===== src/hdl/hnht_pkg.sv =====
// Package for the hashed next-hop table: sizes, request and row types, back-end states.
// Depends on nothing; every other file of the block imports it.
package hnht_pkg;

    // Table geometry. SLOTS is a power of two of at least two, WAYS at least one.
    localparam int SLOTS    = 16;
    localparam int WAYS     = 4;
    localparam int NODE_W   = 8;
    localparam int BUCKET_W = $clog2(SLOTS);

    // Depth of the queue between the front and the back end.
    localparam int QDEPTH = 2;
    localparam int QPTR_W = (QDEPTH > 1) ? $clog2(QDEPTH) : 1;
    localparam int QCNT_W = $clog2(QDEPTH + 1);

    // Command codes as they arrive on the request channel.
    localparam logic CMD_SET = 1'b0;
    localparam logic CMD_GET = 1'b1;

    typedef enum logic {
        OP_SET,
        OP_GET
    } t_op;

    // A classified request as it waits in the queue.
    typedef struct packed {
        t_op                 op;
        logic [BUCKET_W-1:0] bucket;
        logic [NODE_W-1:0]   dest;
        logic [NODE_W-1:0]   next;
    } t_req;

    // Head of the queue as the back end sees it.
    typedef struct packed {
        logic vld;
        t_req req;
    } t_q_head;

    // One way of a bucket and one whole bucket row of the store.
    typedef struct packed {
        logic [NODE_W-1:0] dest;
        logic [NODE_W-1:0] next;
    } t_entry;

    typedef t_entry [WAYS-1:0] t_row;

    typedef enum logic {
        BK_READ,
        BK_CMP
    } t_back_state;

endpackage


===== src/hdl/hnht_if.sv =====
// Request and result channel interfaces of the hashed next-hop table.
// Depends on hnht_pkg for the field widths.
interface hnht_in_if;
    import hnht_pkg::*;

    logic              valid;
    logic              ready;
    logic              command;
    logic [NODE_W-1:0] dest_node;
    logic [NODE_W-1:0] next_node;

    modport source (output valid, command, dest_node, next_node, input ready);
    modport sink   (input valid, command, dest_node, next_node, output ready);
endinterface

interface hnht_out_if;
    import hnht_pkg::*;

    logic              valid;
    logic              ready;
    logic              found;
    logic [NODE_W-1:0] next_hop;
    logic              bucket_full;

    modport source (output valid, found, next_hop, bucket_full, input ready);
    modport sink   (input valid, found, next_hop, bucket_full, output ready);
endinterface


===== src/hdl/hashed_next_hop_table_top.sv =====
// Top level of the hashed next-hop table: front end, request queue and back end.
// Depends on hnht_pkg, hnht_if, hnht_front and hnht_back.
//
// The block maps an 8-bit destination node to an 8-bit next hop. A request with
// command 0 sets the next hop of a destination and one with command 1 looks it
// up; each request gives exactly one result. The bucket of a destination is its
// low bits (destination modulo SLOTS) and each bucket has WAYS entries. A set
// updates the entry that already holds the destination, or else takes the
// lowest free way; when the destination is new and the bucket is full the set
// is refused and bucket_full is raised. A lookup that misses returns found = 0
// and next_hop = 0. Reset empties the table at once through per-entry valid
// flops, so the block is ready as soon as reset is released. The front end
// takes a request whenever its two-entry queue has room, even while a result
// waits on the output. For each request the back end first reads the bucket
// row from the single-port row memory, then compares the ways, writes the row
// back and loads the result register. It takes no new request until that
// read, compare and write-back loop is done; a stalled result channel holds
// the back end in its compare state. When nothing stalls, a request passes
// through the queue, the row read register and the result register before
// its result is presented.
module hashed_next_hop_table_top
    import hnht_pkg::*;
(
    input  logic       i_clk,
    input  logic       i_rst_n,
    hnht_in_if.sink    i_req,
    hnht_out_if.source o_rsp
);

    // Queue head offered to the back end, and the back end's pop when done.
    t_q_head head;
    logic    pop;

    hnht_front u_front (
        .i_clk   (i_clk),
        .i_rst_n (i_rst_n),
        .i_req   (i_req),
        .o_head  (head),
        .i_pop   (pop)
    );

    hnht_back u_back (
        .i_clk   (i_clk),
        .i_rst_n (i_rst_n),
        .i_head  (head),
        .o_pop   (pop),
        .o_rsp   (o_rsp)
    );

endmodule


===== src/hdl/hnht_front.sv =====
// Front end: accepts requests, classifies them and holds them in a short queue.
// Depends on hnht_pkg and hnht_in_if.
module hnht_front
    import hnht_pkg::*;
(
    input  logic          i_clk,
    input  logic          i_rst_n,
    hnht_in_if.sink       i_req,
    output t_q_head       o_head,
    input  logic          i_pop
);

    t_req              r_q [QDEPTH];
    logic [QPTR_W-1:0] r_wptr, n_wptr;
    logic [QPTR_W-1:0] r_rptr, n_rptr;
    logic [QCNT_W-1:0] r_cnt, n_cnt;
    logic              push;
    t_req              cls;

    // Decode the command and split off the bucket index.
    always_comb begin
        cls.bucket = i_req.dest_node[BUCKET_W-1:0];
        cls.dest   = i_req.dest_node;
        cls.next   = i_req.next_node;
        unique case (i_req.command)
            CMD_SET: cls.op = OP_SET;
            CMD_GET: cls.op = OP_GET;
            default: cls.op = OP_GET;
        endcase
    end

    assign i_req.ready = (r_cnt != QCNT_W'(QDEPTH));
    assign push        = i_req.valid && i_req.ready;

    always_comb begin
        n_wptr = r_wptr;
        n_rptr = r_rptr;
        n_cnt  = r_cnt;
        if (push) begin
            n_wptr = (r_wptr == QPTR_W'(QDEPTH - 1)) ? '0 : r_wptr + 1'b1;
        end
        if (i_pop) begin
            n_rptr = (r_rptr == QPTR_W'(QDEPTH - 1)) ? '0 : r_rptr + 1'b1;
        end
        if (push && !i_pop) begin
            n_cnt = r_cnt + 1'b1;
        end else if (!push && i_pop) begin
            n_cnt = r_cnt - 1'b1;
        end
    end

    always_ff @(posedge i_clk) begin
        if (!i_rst_n) begin
            r_wptr <= '0;
            r_rptr <= '0;
            r_cnt  <= '0;
        end else begin
            r_wptr <= n_wptr;
            r_rptr <= n_rptr;
            r_cnt  <= n_cnt;
        end
    end

    always_ff @(posedge i_clk) begin
        if (push) begin
            r_q[r_wptr] <= cls;
        end
    end

    assign o_head.vld = (r_cnt != '0);
    assign o_head.req = r_q[r_rptr];

endmodule


===== src/hdl/hnht_back.sv =====
// Back end: bucket row memory, valid bits, compare and write-back, result register.
// Depends on hnht_pkg and hnht_out_if.
module hnht_back
    import hnht_pkg::*;
(
    input  logic          i_clk,
    input  logic          i_rst_n,
    input  t_q_head       i_head,
    output logic          o_pop,
    hnht_out_if.source    o_rsp
);

    t_row              mem [SLOTS];
    t_row              r_rd_row;
    logic [WAYS-1:0]   r_valid [SLOTS];
    t_back_state       r_state, n_state;

    logic              rd_en;
    logic              wr_en;
    t_row              wr_row;
    logic [WAYS-1:0]   vrow, n_vrow;
    logic [WAYS-1:0]   match, hit_oh, freev, free_oh;
    logic [NODE_W-1:0] hop;
    logic              any_hit, any_free, out_free;

    logic              r_ovalid;
    logic              r_found, n_found;
    logic [NODE_W-1:0] r_hop, n_hop;
    logic              r_full, n_full;

    assign vrow     = r_valid[i_head.req.bucket];
    assign out_free = !r_ovalid || o_rsp.ready;

    // Way compare; the lowest set bit wins for both hit and free way.
    always_comb begin
        hop = '0;
        for (int w = 0; w < WAYS; w++) begin
            match[w] = vrow[w] && (r_rd_row[w].dest == i_head.req.dest);
            freev[w] = !vrow[w];
        end
        hit_oh  = match & (~match + 1'b1);
        free_oh = freev & (~freev + 1'b1);
        for (int w = 0; w < WAYS; w++) begin
            if (hit_oh[w]) begin
                hop = hop | r_rd_row[w].next;
            end
        end
        any_hit  = |match;
        any_free = |freev;
    end

    always_comb begin
        n_state = r_state;
        rd_en   = 1'b0;
        wr_en   = 1'b0;
        o_pop   = 1'b0;
        wr_row  = r_rd_row;
        n_vrow  = vrow;
        n_found = any_hit;
        n_hop   = '0;
        n_full  = 1'b0;
        if (i_head.req.op == OP_GET) begin
            n_hop = any_hit ? hop : '0;
        end else begin
            n_full = !any_hit && !any_free;
            for (int w = 0; w < WAYS; w++) begin
                if (any_hit) begin
                    if (hit_oh[w]) begin
                        wr_row[w].next = i_head.req.next;
                    end
                end else if (free_oh[w]) begin
                    wr_row[w].dest = i_head.req.dest;
                    wr_row[w].next = i_head.req.next;
                end
            end
            if (!any_hit) begin
                n_vrow = vrow | free_oh;
            end
        end
        unique case (r_state)
            BK_READ: begin
                if (i_head.vld) begin
                    rd_en   = 1'b1;
                    n_state = BK_CMP;
                end
            end
            BK_CMP: begin
                if (out_free) begin
                    o_pop   = 1'b1;
                    wr_en   = (i_head.req.op == OP_SET) && (any_hit || any_free);
                    n_state = BK_READ;
                end
            end
            default: n_state = BK_READ;
        endcase
    end

    always_ff @(posedge i_clk) begin
        if (!i_rst_n) begin
            r_state  <= BK_READ;
            r_ovalid <= 1'b0;
            for (int s = 0; s < SLOTS; s++) begin
                r_valid[s] <= '0;
            end
        end else begin
            r_state <= n_state;
            if (o_pop) begin
                r_ovalid <= 1'b1;
            end else if (o_rsp.ready) begin
                r_ovalid <= 1'b0;
            end
            if (wr_en) begin
                r_valid[i_head.req.bucket] <= n_vrow;
            end
        end
    end

    always_ff @(posedge i_clk) begin
        if (wr_en) begin
            mem[i_head.req.bucket] <= wr_row;
        end
    end

    always_ff @(posedge i_clk) begin
        if (rd_en) begin
            r_rd_row <= mem[i_head.req.bucket];
        end
    end

    always_ff @(posedge i_clk) begin
        if (o_pop) begin
            r_found <= n_found;
            r_hop   <= n_hop;
            r_full  <= n_full;
        end
    end

    assign o_rsp.valid       = r_ovalid;
    assign o_rsp.found       = r_found;
    assign o_rsp.next_hop    = r_hop;
    assign o_rsp.bucket_full = r_full;

endmodule


===== src/flat_wrapper.sv =====
// flat-port wrapper written by rule: the top's interface ports become plain ports
module hashed_next_hop_table_top_flat import hnht_pkg::*;
  (i_clk, i_rst_n, i_req_valid, i_req_command, i_req_dest_node, i_req_next_node, i_req_ready, o_rsp_valid, o_rsp_found, o_rsp_next_hop, o_rsp_bucket_full, o_rsp_ready);
  hnht_in_if i_req_i ();
  hnht_out_if o_rsp_i ();
  input  logic i_clk;
  input  logic i_rst_n;
  input wire logic [$bits(i_req_i.valid)-1:0] i_req_valid;
  input wire logic [$bits(i_req_i.command)-1:0] i_req_command;
  input wire logic [$bits(i_req_i.dest_node)-1:0] i_req_dest_node;
  input wire logic [$bits(i_req_i.next_node)-1:0] i_req_next_node;
  output wire logic [$bits(i_req_i.ready)-1:0] i_req_ready;
  output wire logic [$bits(o_rsp_i.valid)-1:0] o_rsp_valid;
  output wire logic [$bits(o_rsp_i.found)-1:0] o_rsp_found;
  output wire logic [$bits(o_rsp_i.next_hop)-1:0] o_rsp_next_hop;
  output wire logic [$bits(o_rsp_i.bucket_full)-1:0] o_rsp_bucket_full;
  input wire logic [$bits(o_rsp_i.ready)-1:0] o_rsp_ready;
  assign i_req_i.valid = i_req_valid;
  assign i_req_i.command = i_req_command;
  assign i_req_i.dest_node = i_req_dest_node;
  assign i_req_i.next_node = i_req_next_node;
  assign i_req_ready = i_req_i.ready;
  assign o_rsp_valid = o_rsp_i.valid;
  assign o_rsp_found = o_rsp_i.found;
  assign o_rsp_next_hop = o_rsp_i.next_hop;
  assign o_rsp_bucket_full = o_rsp_i.bucket_full;
  assign o_rsp_i.ready = o_rsp_ready;
  hashed_next_hop_table_top u_core (.i_clk(i_clk), .i_rst_n(i_rst_n), .i_req(i_req_i), .o_rsp(o_rsp_i));
endmodule

===== config.mk =====
export PLATFORM = sky130hd
export DESIGN_NAME = hashed_next_hop_table_top_flat
export DESIGN_NICKNAME = d
export VERILOG_FILES = /design/src/hdl/hnht_pkg.sv /design/src/hdl/hnht_if.sv /design/src/hdl/hashed_next_hop_table_top.sv /design/src/hdl/hnht_front.sv /design/src/hdl/hnht_back.sv /design/src/flat_wrapper.sv
export SDC_FILE = /design/constraint.sdc
export NUM_CORES = 1
export LEC_CHECK = 0
export BUFFER_PORTS_ARGS = -buffer_cell sky130_fd_sc_hd__buf_2
export CORE_UTILIZATION = 45
export DETAILED_ROUTE_END_ITERATION = 6
export GPL_ROUTABILITY_DRIVEN = 0
export GPL_TIMING_DRIVEN = 0
export PLACE_DENSITY = 0.67
export SYNTH_ARGS = -nofsm -noshare
export SYNTH_HDL_FRONTEND = slang
export SYNTH_SLANG_ARGS = --single-unit

===== constraint.sdc =====
create_clock -name i_clk -period 10.4 [get_ports i_clk]
set_input_delay 0.52 -clock i_clk [delete_from_list [all_inputs] [get_ports i_clk]]
set_output_delay 0.52 -clock i_clk [all_outputs]
set_load 0.005 [all_outputs]

==> results.yml, run 1 <==
floorplanning:
  dieArea_mm2: 0.1100
  core_mm2: 0.1074
  die_w_um: 331.7
  floorplan.initialDensity: 0.4557
  pin_count: 33
  die_h_um: 331.7
  rows: 120
clocking:
  root_buffer: "clkbuf_16"
  cts_tree: "yes"
  cts_made_buffers: 119
  cts.path.max_buffers: 3
  clock_latency_ns: 0.71
  clk_pin_slew_ns: 0.06
  htreeDepth: 3
  cts_sinks: 1203
  cts_resized: 0
global_routing:
  grt_pass1_vias: 30512
  grt_overflow: 0
  grt_max_degree: 34
  grt_first_pass_wirelength_um: 196700
  grt_usage: 0.2395
  antenna_found_initial: 9
power_and_ir_drop:
  total_power_mw: 16.00
  vdd_drop_max_v: 0.0001617
  switchingPower_mw: 5.803
  power_density_mw_per_mm2: 288.1
  leakage_nw: 18.47
  p_comb_frac: 0.320
  sw_frac_of_total: 0.3627
  p_clk_frac: 0.258
  internal_power_mw: 10.20
  pwr-share-seq: 0.421
detailed_routing:
  drt_iter0_drc: 4174
  dr.pass1.iters: 6
  wl_um: 133500
  wire_per_inst_um: 24.84
  vias: 31722
  antenna_left: 0
  via_per_inst: 5.902
  drc_errors: 0
timing:
  hold_ws_ns: 0.03381
  rsz0062_at_grt: "no"
  hold_viol_final: 0
  slew_violations: 11
  finalSetupViolCount: 0
  min_period_over_period: 0.5620
  tightestPinTransition_ns: 1.522
  clock_skew_ns: 0.03088
  maxSlewHeadroom: -0.01445
  setup_ws_ns: 4.555
  fin_crit_ns: 5.845
  max_freq_mhz: 171.1
  tns_ns: 0
place:
  post_dp_cell_area_mm2: 0.05173
  dp_hpwl_um: 91490
  place_worst_setup_slack_ns: 4.743
  dpl.cell_count: 5144
  io_buffers: 31
logic_synthesis:
  synthArstFlopShare: 0
  synth_edf_count: 1196
  ys.flop_type: "edfxtp_1"
  seq_area_frac_synth: 0.7370
  syn_inst: 3672
  synthesis.area_mm2: 0.04892
  ys_ff_latch: 1203
  synth_nets: 3694
  yosys_warnings: 0
  ys_types: 70
  syn_avg_cell_area_um2: 13.32
cells_and_area:
  nets: 3892
  final_area_mm2: 0.05553
  drive_gt1_frac: 0.09297
  area_delta_synth_final_pct: 13.51
  fin_util: 0.5173
  final_cells: 5375
  n_fill_cell: 8735
status:
  violations: "capacitance limit, slew limit"
  outcome: "finished with violations"
worst_setup_path:
  cp_data_required_time_ns: 10.66
  criticalPathCategory: "reg2reg"
  endpoint_kind: "register"
  cp-start-kind: "register"
  path_max_fanout: 16
  crit_arrival_ns: 6.10
min_path:
  hp-class: "in2reg"
job:
  max_cap_viol_count: 2
registers in the layout (all words and copies together), names as in the netlist, named ones only:
name	count
u_core.u_back.mem	1024
u_core.u_back.o_rsp.bucket_full	1
u_core.u_back.o_rsp.found	1
u_core.u_front.r_q	34
u_core.u_back.o_rsp.valid	1
u_core.u_front.r_rptr	1
u_core.u_back.o_rsp.next_hop	8
u_core.u_front.r_wptr	1
u_core.u_back.r_rd_row	64
u_core.u_front.r_cnt	2
u_core.u_back.r_valid	64
u_core.u_back.r_state	1
worst max-delay path: stages, from the launching register on:
cell      delay, ns
dfxtp_1        0.32
buf_6          0.13
buf_6          0.14
buf_6          0.24
mux2i_1        0.80
buf_4          0.51
clkbuf_2       0.64
clkbuf_1       1.03
clkbuf_1       0.89
a21oi_1        0.64
metal layers:
| metal | global-route usage | wire [µm] |
|---|---|---|
| met3 | 0.05050 | 13530 |
| met5 | 0 | 0 |
| met4 | 0.08501 | 4650 |
| met1 | 0.3335 | 54720 |
| met2 | 0.3725 | 60600 |
worst paths after layout:
kind	to	slack, ns	startpoint	cells past startpoint
worst max register to register	u_core.u_back.mem[9][40]$_DFFE_PP_	4.56	register	9
worst min register to register	u_core.u_front.r_cnt[1]$_SDFFE_PN0P_	0.54	u_core.u_front.r_cnt[1]$_SDFFE_PN0P_	2
worst min-delay path	u_core.u_front.r_q[0][18]$_DFFE_PP_	0.03	i_req_dest_node[2]	1
worst max-delay path	u_core.u_back.mem[9][40]$_DFFE_PP_	4.56	register	9
Yosys cell counts, types with 3 or more instances:
cell / number / area [µm²]
a2111oi_0: 3 / 26.28
a21boi_0: 14 / 105.1
a21oi_1: 103 / 515.5
a2bb2oi_1: 3 / 26.28
a311oi_1: 192 / 1682
a31oi_1: 67 / 419.2
and2_1: 10 / 62.56
and3_1: 129 / 807.0
and3b_1: 3 / 26.28
buf_1: 23 / 86.33
buf_2: 11 / 55.05
buf_4: 5 / 37.54
buf_6: 12 / 135.1
clkbuf_1: 206 / 773.2
dfxtp_1: 7 / 140.1
edfxtp_1: 1196 / 35910
inv_1: 7 / 26.28
mux2_1: 11 / 123.9
mux2_2: 39 / 439.2
mux2i_1: 6 / 60.06
mux2i_4: 3 / 67.56
nand2_1: 1043 / 3915
nand2b_1: 7 / 43.79
nand3_1: 257 / 1286
nand3b_1: 10 / 75.07
nand4_1: 3 / 18.77
nor2_1: 89 / 334.1
nor2b_1: 3 / 18.77
nor3_1: 26 / 130.1
nor3_2: 6 / 60.06
nor3b_1: 3 / 22.52
nor4_1: 4 / 25.02
o21a_1: 42 / 315.3
o21ai_0: 21 / 105.1
o21ai_1: 4 / 20.02
o21ai_2: 4 / 35.03
o21ba_2: 3 / 30.03
o22ai_1: 3 / 18.77
o2bb2ai_1: 5 / 43.79
o41ai_1: 8 / 70.07
or2_1: 4 / 25.02
or3_1: 4 / 25.02
or3_4: 6 / 67.56
xnor2_1: 28 / 245.2
xor2_1: 7 / 61.31
power by group through the flow:
stage                     clock (mW)  sequential, mW  combinational, mW
after global placement             0            6.87               4.82
after CTS                       4.16            6.74               5.03
after floorplan                    0            6.79               2.93
after global routing            4.35            6.76               5.46
final                           4.13            6.74               5.13
after detailed placement           0            6.83               5.00
area by class of cell:
type / count / area [µm²] / area share
Sequential cell: 1203 / 36050 / 0.6493
Tap cell: 1403 / 1755 / 0.03161
Timing Repair Buffer: 77 / 980.9 / 0.01767
Multi-Input combinational cell: 2205 / 11910 / 0.2144
Clock buffer: 147 / 3083 / 0.05552
Buffer: 257 / 1097 / 0.01976
Antenna cell: 3 / 7.507 / 0.0001352
Clock inverter: 73 / 619.3 / 0.01115
Inverter: 7 / 26.28 / 0.0004732
cell families after synthesis:
group | count (synthesis) | share of synthesized area
flops | 1203 | 0.7370
simple gates | 1618 | 0.1448
fa+ha+maj | 1 | 0.0002557
xor+xnor | 35 | 0.006266
mux | 61 | 0.01468
buf+inv | 264 | 0.02276
compound gates | 490 | 0.07417
layout by cell type, fill, tap and decap left out, types with 6 or more instances in the layout:
cell / count
a21boi_0: 14
a21oi_1: 101
a311oi_1: 192
a31oi_1: 66
and2_1: 10
and3_1: 129
buf_1: 23
buf_12: 34
buf_2: 42
buf_6: 14
bufinv_16: 10
clkbuf_1: 226
clkbuf_16: 119
clkbuf_2: 8
clkinv_1: 30
clkinv_2: 26
dfxtp_1: 7
dlygate4sd3_1: 8
edfxtp_1: 1196
inv_1: 7
mux2_1: 11
mux2_2: 39
nand2_1: 1043
nand2b_1: 7
nand3_1: 257
nand3b_1: 10
nor2_1: 71
nor2_4: 17
nor3_1: 26
nor3_2: 6
o21a_1: 42
o21ai_0: 21
o41ai_1: 8
or3_4: 6
xnor2_1: 28
xor2_1: 7
timing repair:
item                      4_1_cts  5_1_grt
hold endpoints to repair       15        0
hold buffers                    8        0
buffers inserted                0        0
No activity file was read; power rests on OpenSTA's default activity.
==> run 2: changes to the inputs <==
- clock period: 10.4 -> 5.4 ns (I/O delays scaled with it)
==> run 2 against run 1 <==
Compared with the run above:
- the flow still finishes with violations (capacitance limit, slew limit)
- clock skew increased by 0.0060 ns
- first-iteration DRC count rose by 1.6%
- count of clock-buffer cells in the layout up 6
- fmax increased by 10%
- hold slack improved by 0.0079 ns
- register-to-register slack lost 4.5 ns
- total power grew 96%
- non-clock buffer count rose by 8
- critical path type unchanged
- critical path depth grew 1
- sequential cell count did not move
==> results.yml, run 2 (synthesis results as in run 1) <==
worst_setup_path:
  crit_arrival_ns: 5.63
  regToRegSetupSlack_ns: 0.1
  crit_path_cell_trace: "nand3_1 -> clkbuf_1 -> a21boi_0 -> o41ai_1 -> o2111ai_2 -> o2bb2ai_4 -> nor4_4 -> buf_2 -> nor2_1 -> a21oi_1"
  critPathTopFamily: "compound AO/OA/AOI/OAI gates"
  path_max_fanout: 16
  criticalPathCategory: "reg2reg"
  r2r_start: "u_core.u_front.r_q[1][17]$_DFFE_PP_"
  crit_path_start: "u_core.u_front.r_q[1][17]$_DFFE_PP_"
  slowest_delay_ns: 0.95
  crit_buf_inv: 2
  worstRegToRegCells: 10
  path_depth: 10
  cp-start-kind: "register"
  endpoint_kind: "register"
  cp_slowest_cell: "a21oi_1"
  crit_end: "u_core.u_back.mem[0][46]$_DFFE_PP_"
  r2r_end: "u_core.u_back.mem[0][46]$_DFFE_PP_"
  cp_data_required_time_ns: 5.73
clocking:
  root_buffer: "clkbuf_16"
  clk_pin_slew_ns: 0.06
  clock_latency_ns: 0.72
  cts_tree: "yes"
  cts_made_buffers: 120
  cts.path.max_buffers: 3
  cts_sinks: 1203
  htreeDepth: 3
  cts_setup_buffers: 0
timing:
  clock_skew_ns: 0.03688
  finalSetupViolCount: 0
  min_period_over_period: 0.9824
  slew_violations: 20
  tightestPinTransition_ns: 1.508
  fin_crit_ns: 5.305
  tns_ns: 0
  max_freq_mhz: 188.5
  hold_viol_final: 0
  rsz0062_at_grt: "yes"
  maxSlewHeadroom: -0.005505
place:
  post_dp_cell_area_mm2: 0.05168
  dp_hpwl_um: 92350
  io_buffers: 31
detailed_routing:
  vias: 32032
  via_per_inst: 5.946
  antenna_left: 0
  drc_errors: 0
  dr.pass1.iters: 6
  wl_um: 135500
  wire_per_inst_um: 25.16
  drt_iter0_drc: 4241
cells_and_area:
  final_area_mm2: 0.05590
  area_delta_synth_final_pct: 14.28
  reg_top3: "u_core.u_back.mem: 1024 flops, u_core.u_back.r_rd_row: 64 flops, u_core.u_back.r_valid: 64 flops"
  mostFrequentLayoutCell: "edfxtp_1"
  drive_gt1_frac: 0.09895
  nets: 3901
  largest-register: "u_core.u_back.mem"
  largest_reg_flops: 1024
  layout_common_cells: "edfxtp_1, nand2_1, nand3_1, clkbuf_1, a311oi_1"
global_routing:
  grt_max_degree: 35
  grt_pass1_vias: 30896
  antenna_found_initial: 7
  grt_usage: 0.2433
  grt_first_pass_wirelength_um: 199800
  grt_overflow: 0
power_and_ir_drop:
  leakage_nw: 18.62
  vdd_drop_max_v: 0.0003387
  sw_frac_of_total: 0.3618
  p_comb_frac: 0.318
  pwr-share-seq: 0.414
  p_clk_frac: 0.268
  switchingPower_mw: 11.33
  power_density_mw_per_mm2: 560.3
  internal_power_mw: 19.99
floorplanning:
  die_w_um: 331.7
  dieArea_mm2: 0.1100
  pin_count: 33
  rows: 120
  floorplan.initialDensity: 0.4557
  die_h_um: 331.7
  core_mm2: 0.1074
min_path:
  hp-class: "in2reg"
job:
  max_cap_viol_count: 2
status:
  outcome: "finished with violations"
  violations: "capacitance limit, slew limit"
run 2: cell count changes in the layout (fill, tap and decap cells not counted), moves of 3 or more:
| cell | before | now |
|---|---|---|
| dlygate4sd3_1 | 8 | 18 |
| a21oi_1 | 101 | 94 |
| a21oi_2 | 2 | 9 |
| clkinv_1 | 30 | 23 |
| clkinvlp_4 | 0 | 5 |
| bufinv_16 | 10 | 14 |
| clkbuf_16 | 119 | 123 |
| clkbuf_1 | 226 | 223 |
| clkbuf_2 | 8 | 11 |
| inv_6 | 5 | 2 |
run 2: worst min-delay path by stage:
stage | from | endpoint | slack, ns | cells past startpoint
2_1_floorplan | i_req_next_node[0] | u_core.u_front.r_q[0][0]$_DFFE_PP_ | 0.37 | 0
3_3_place_gp | i_req_next_node[1] | u_core.u_front.r_q[0][1]$_DFFE_PP_ | 0.46 | 1
3_5_place_dp | i_req_dest_node[5] | u_core.u_front.r_q[1][13]$_DFFE_PP_ | 0.46 | 1
4_1_cts | i_req_valid | u_core.u_front.r_wptr$_SDFFE_PN0P_ | 0.004 | 4
5_1_grt | i_rst_n | u_core.u_front.r_cnt[1]$_SDFFE_PN0P_ | 0.07 | 2
6_report | i_req_valid | u_core.u_front.r_wptr$_SDFFE_PN0P_ | 0.04 | 4
run 2: tightest hold or removal path: cells and delay by family:
kind,cells,cell delay (ns)
compound gates,1,0.10
buf+inv,1,0.10
simple gates,2,0.23
run 2: timing repair:
item / in CTS / in global routing
hold endpoints to repair: 35 / 0
hold buffers: 18 / 0
resized for setup: 4 / 13
pin swaps: 0 / 0
setup endpoints to repair: 579 / 211
run 2: layer usage:
| layer | vias up | routed length [µm] | track usage |
|---|---|---|---|
| met5 | - | 0 | 0 |
| met1 | 15912 | 54950 | 0.3436 |
| met4 | 0 | 5067 | 0.09164 |
| li1 | 14095 | - | - |
| met2 | 1762 | 61600 | 0.3777 |
| met3 | 263 | 13920 | 0.04209 |
run 2: layout make-up:
class / instances / area, µm²
Clock inverter: 72 / 748.2
Inverter: 7 / 26.28
Timing Repair Buffer: 85 / 1046
Multi-Input combinational cell: 2205 / 11960
Tap cell: 1403 / 1755
Antenna cell: 2 / 5.005
Fill cell: 8797 / 51450
Buffer: 257 / 1101
Sequential cell: 1203 / 36050
Clock buffer: 153 / 3211
run 2: metrics by stage:
stage	hold WS (ns)	setup WS, ns	total power, mW	util	std cells
final	0.04174	0.09505	31.33	0.5208	5387
after global routing	0.07096	-0.09150	32.39	0.5207	5385
after CTS	0.004444	0.03217	31.14	0.5201	5385
after detailed placement	0.4613	-0.6134	22.80	0.4814	5142
after global placement	0.4643	-4.105	22.50	0.4738	5106
after floorplan	0.3689	-0.4159	18.72	-	3672
run 2: power groups by stage:
stage | clock network, mW | registers [mW] | logic [mW]
finish | 8.38 | 13.0 | 9.97
global route | 8.81 | 13.0 | 10.6
CTS | 8.45 | 13.0 | 9.71
detailed placement | 0 | 13.2 | 9.64
global placement | 0 | 13.2 | 9.29
floorplan | 0 | 13.1 | 5.66
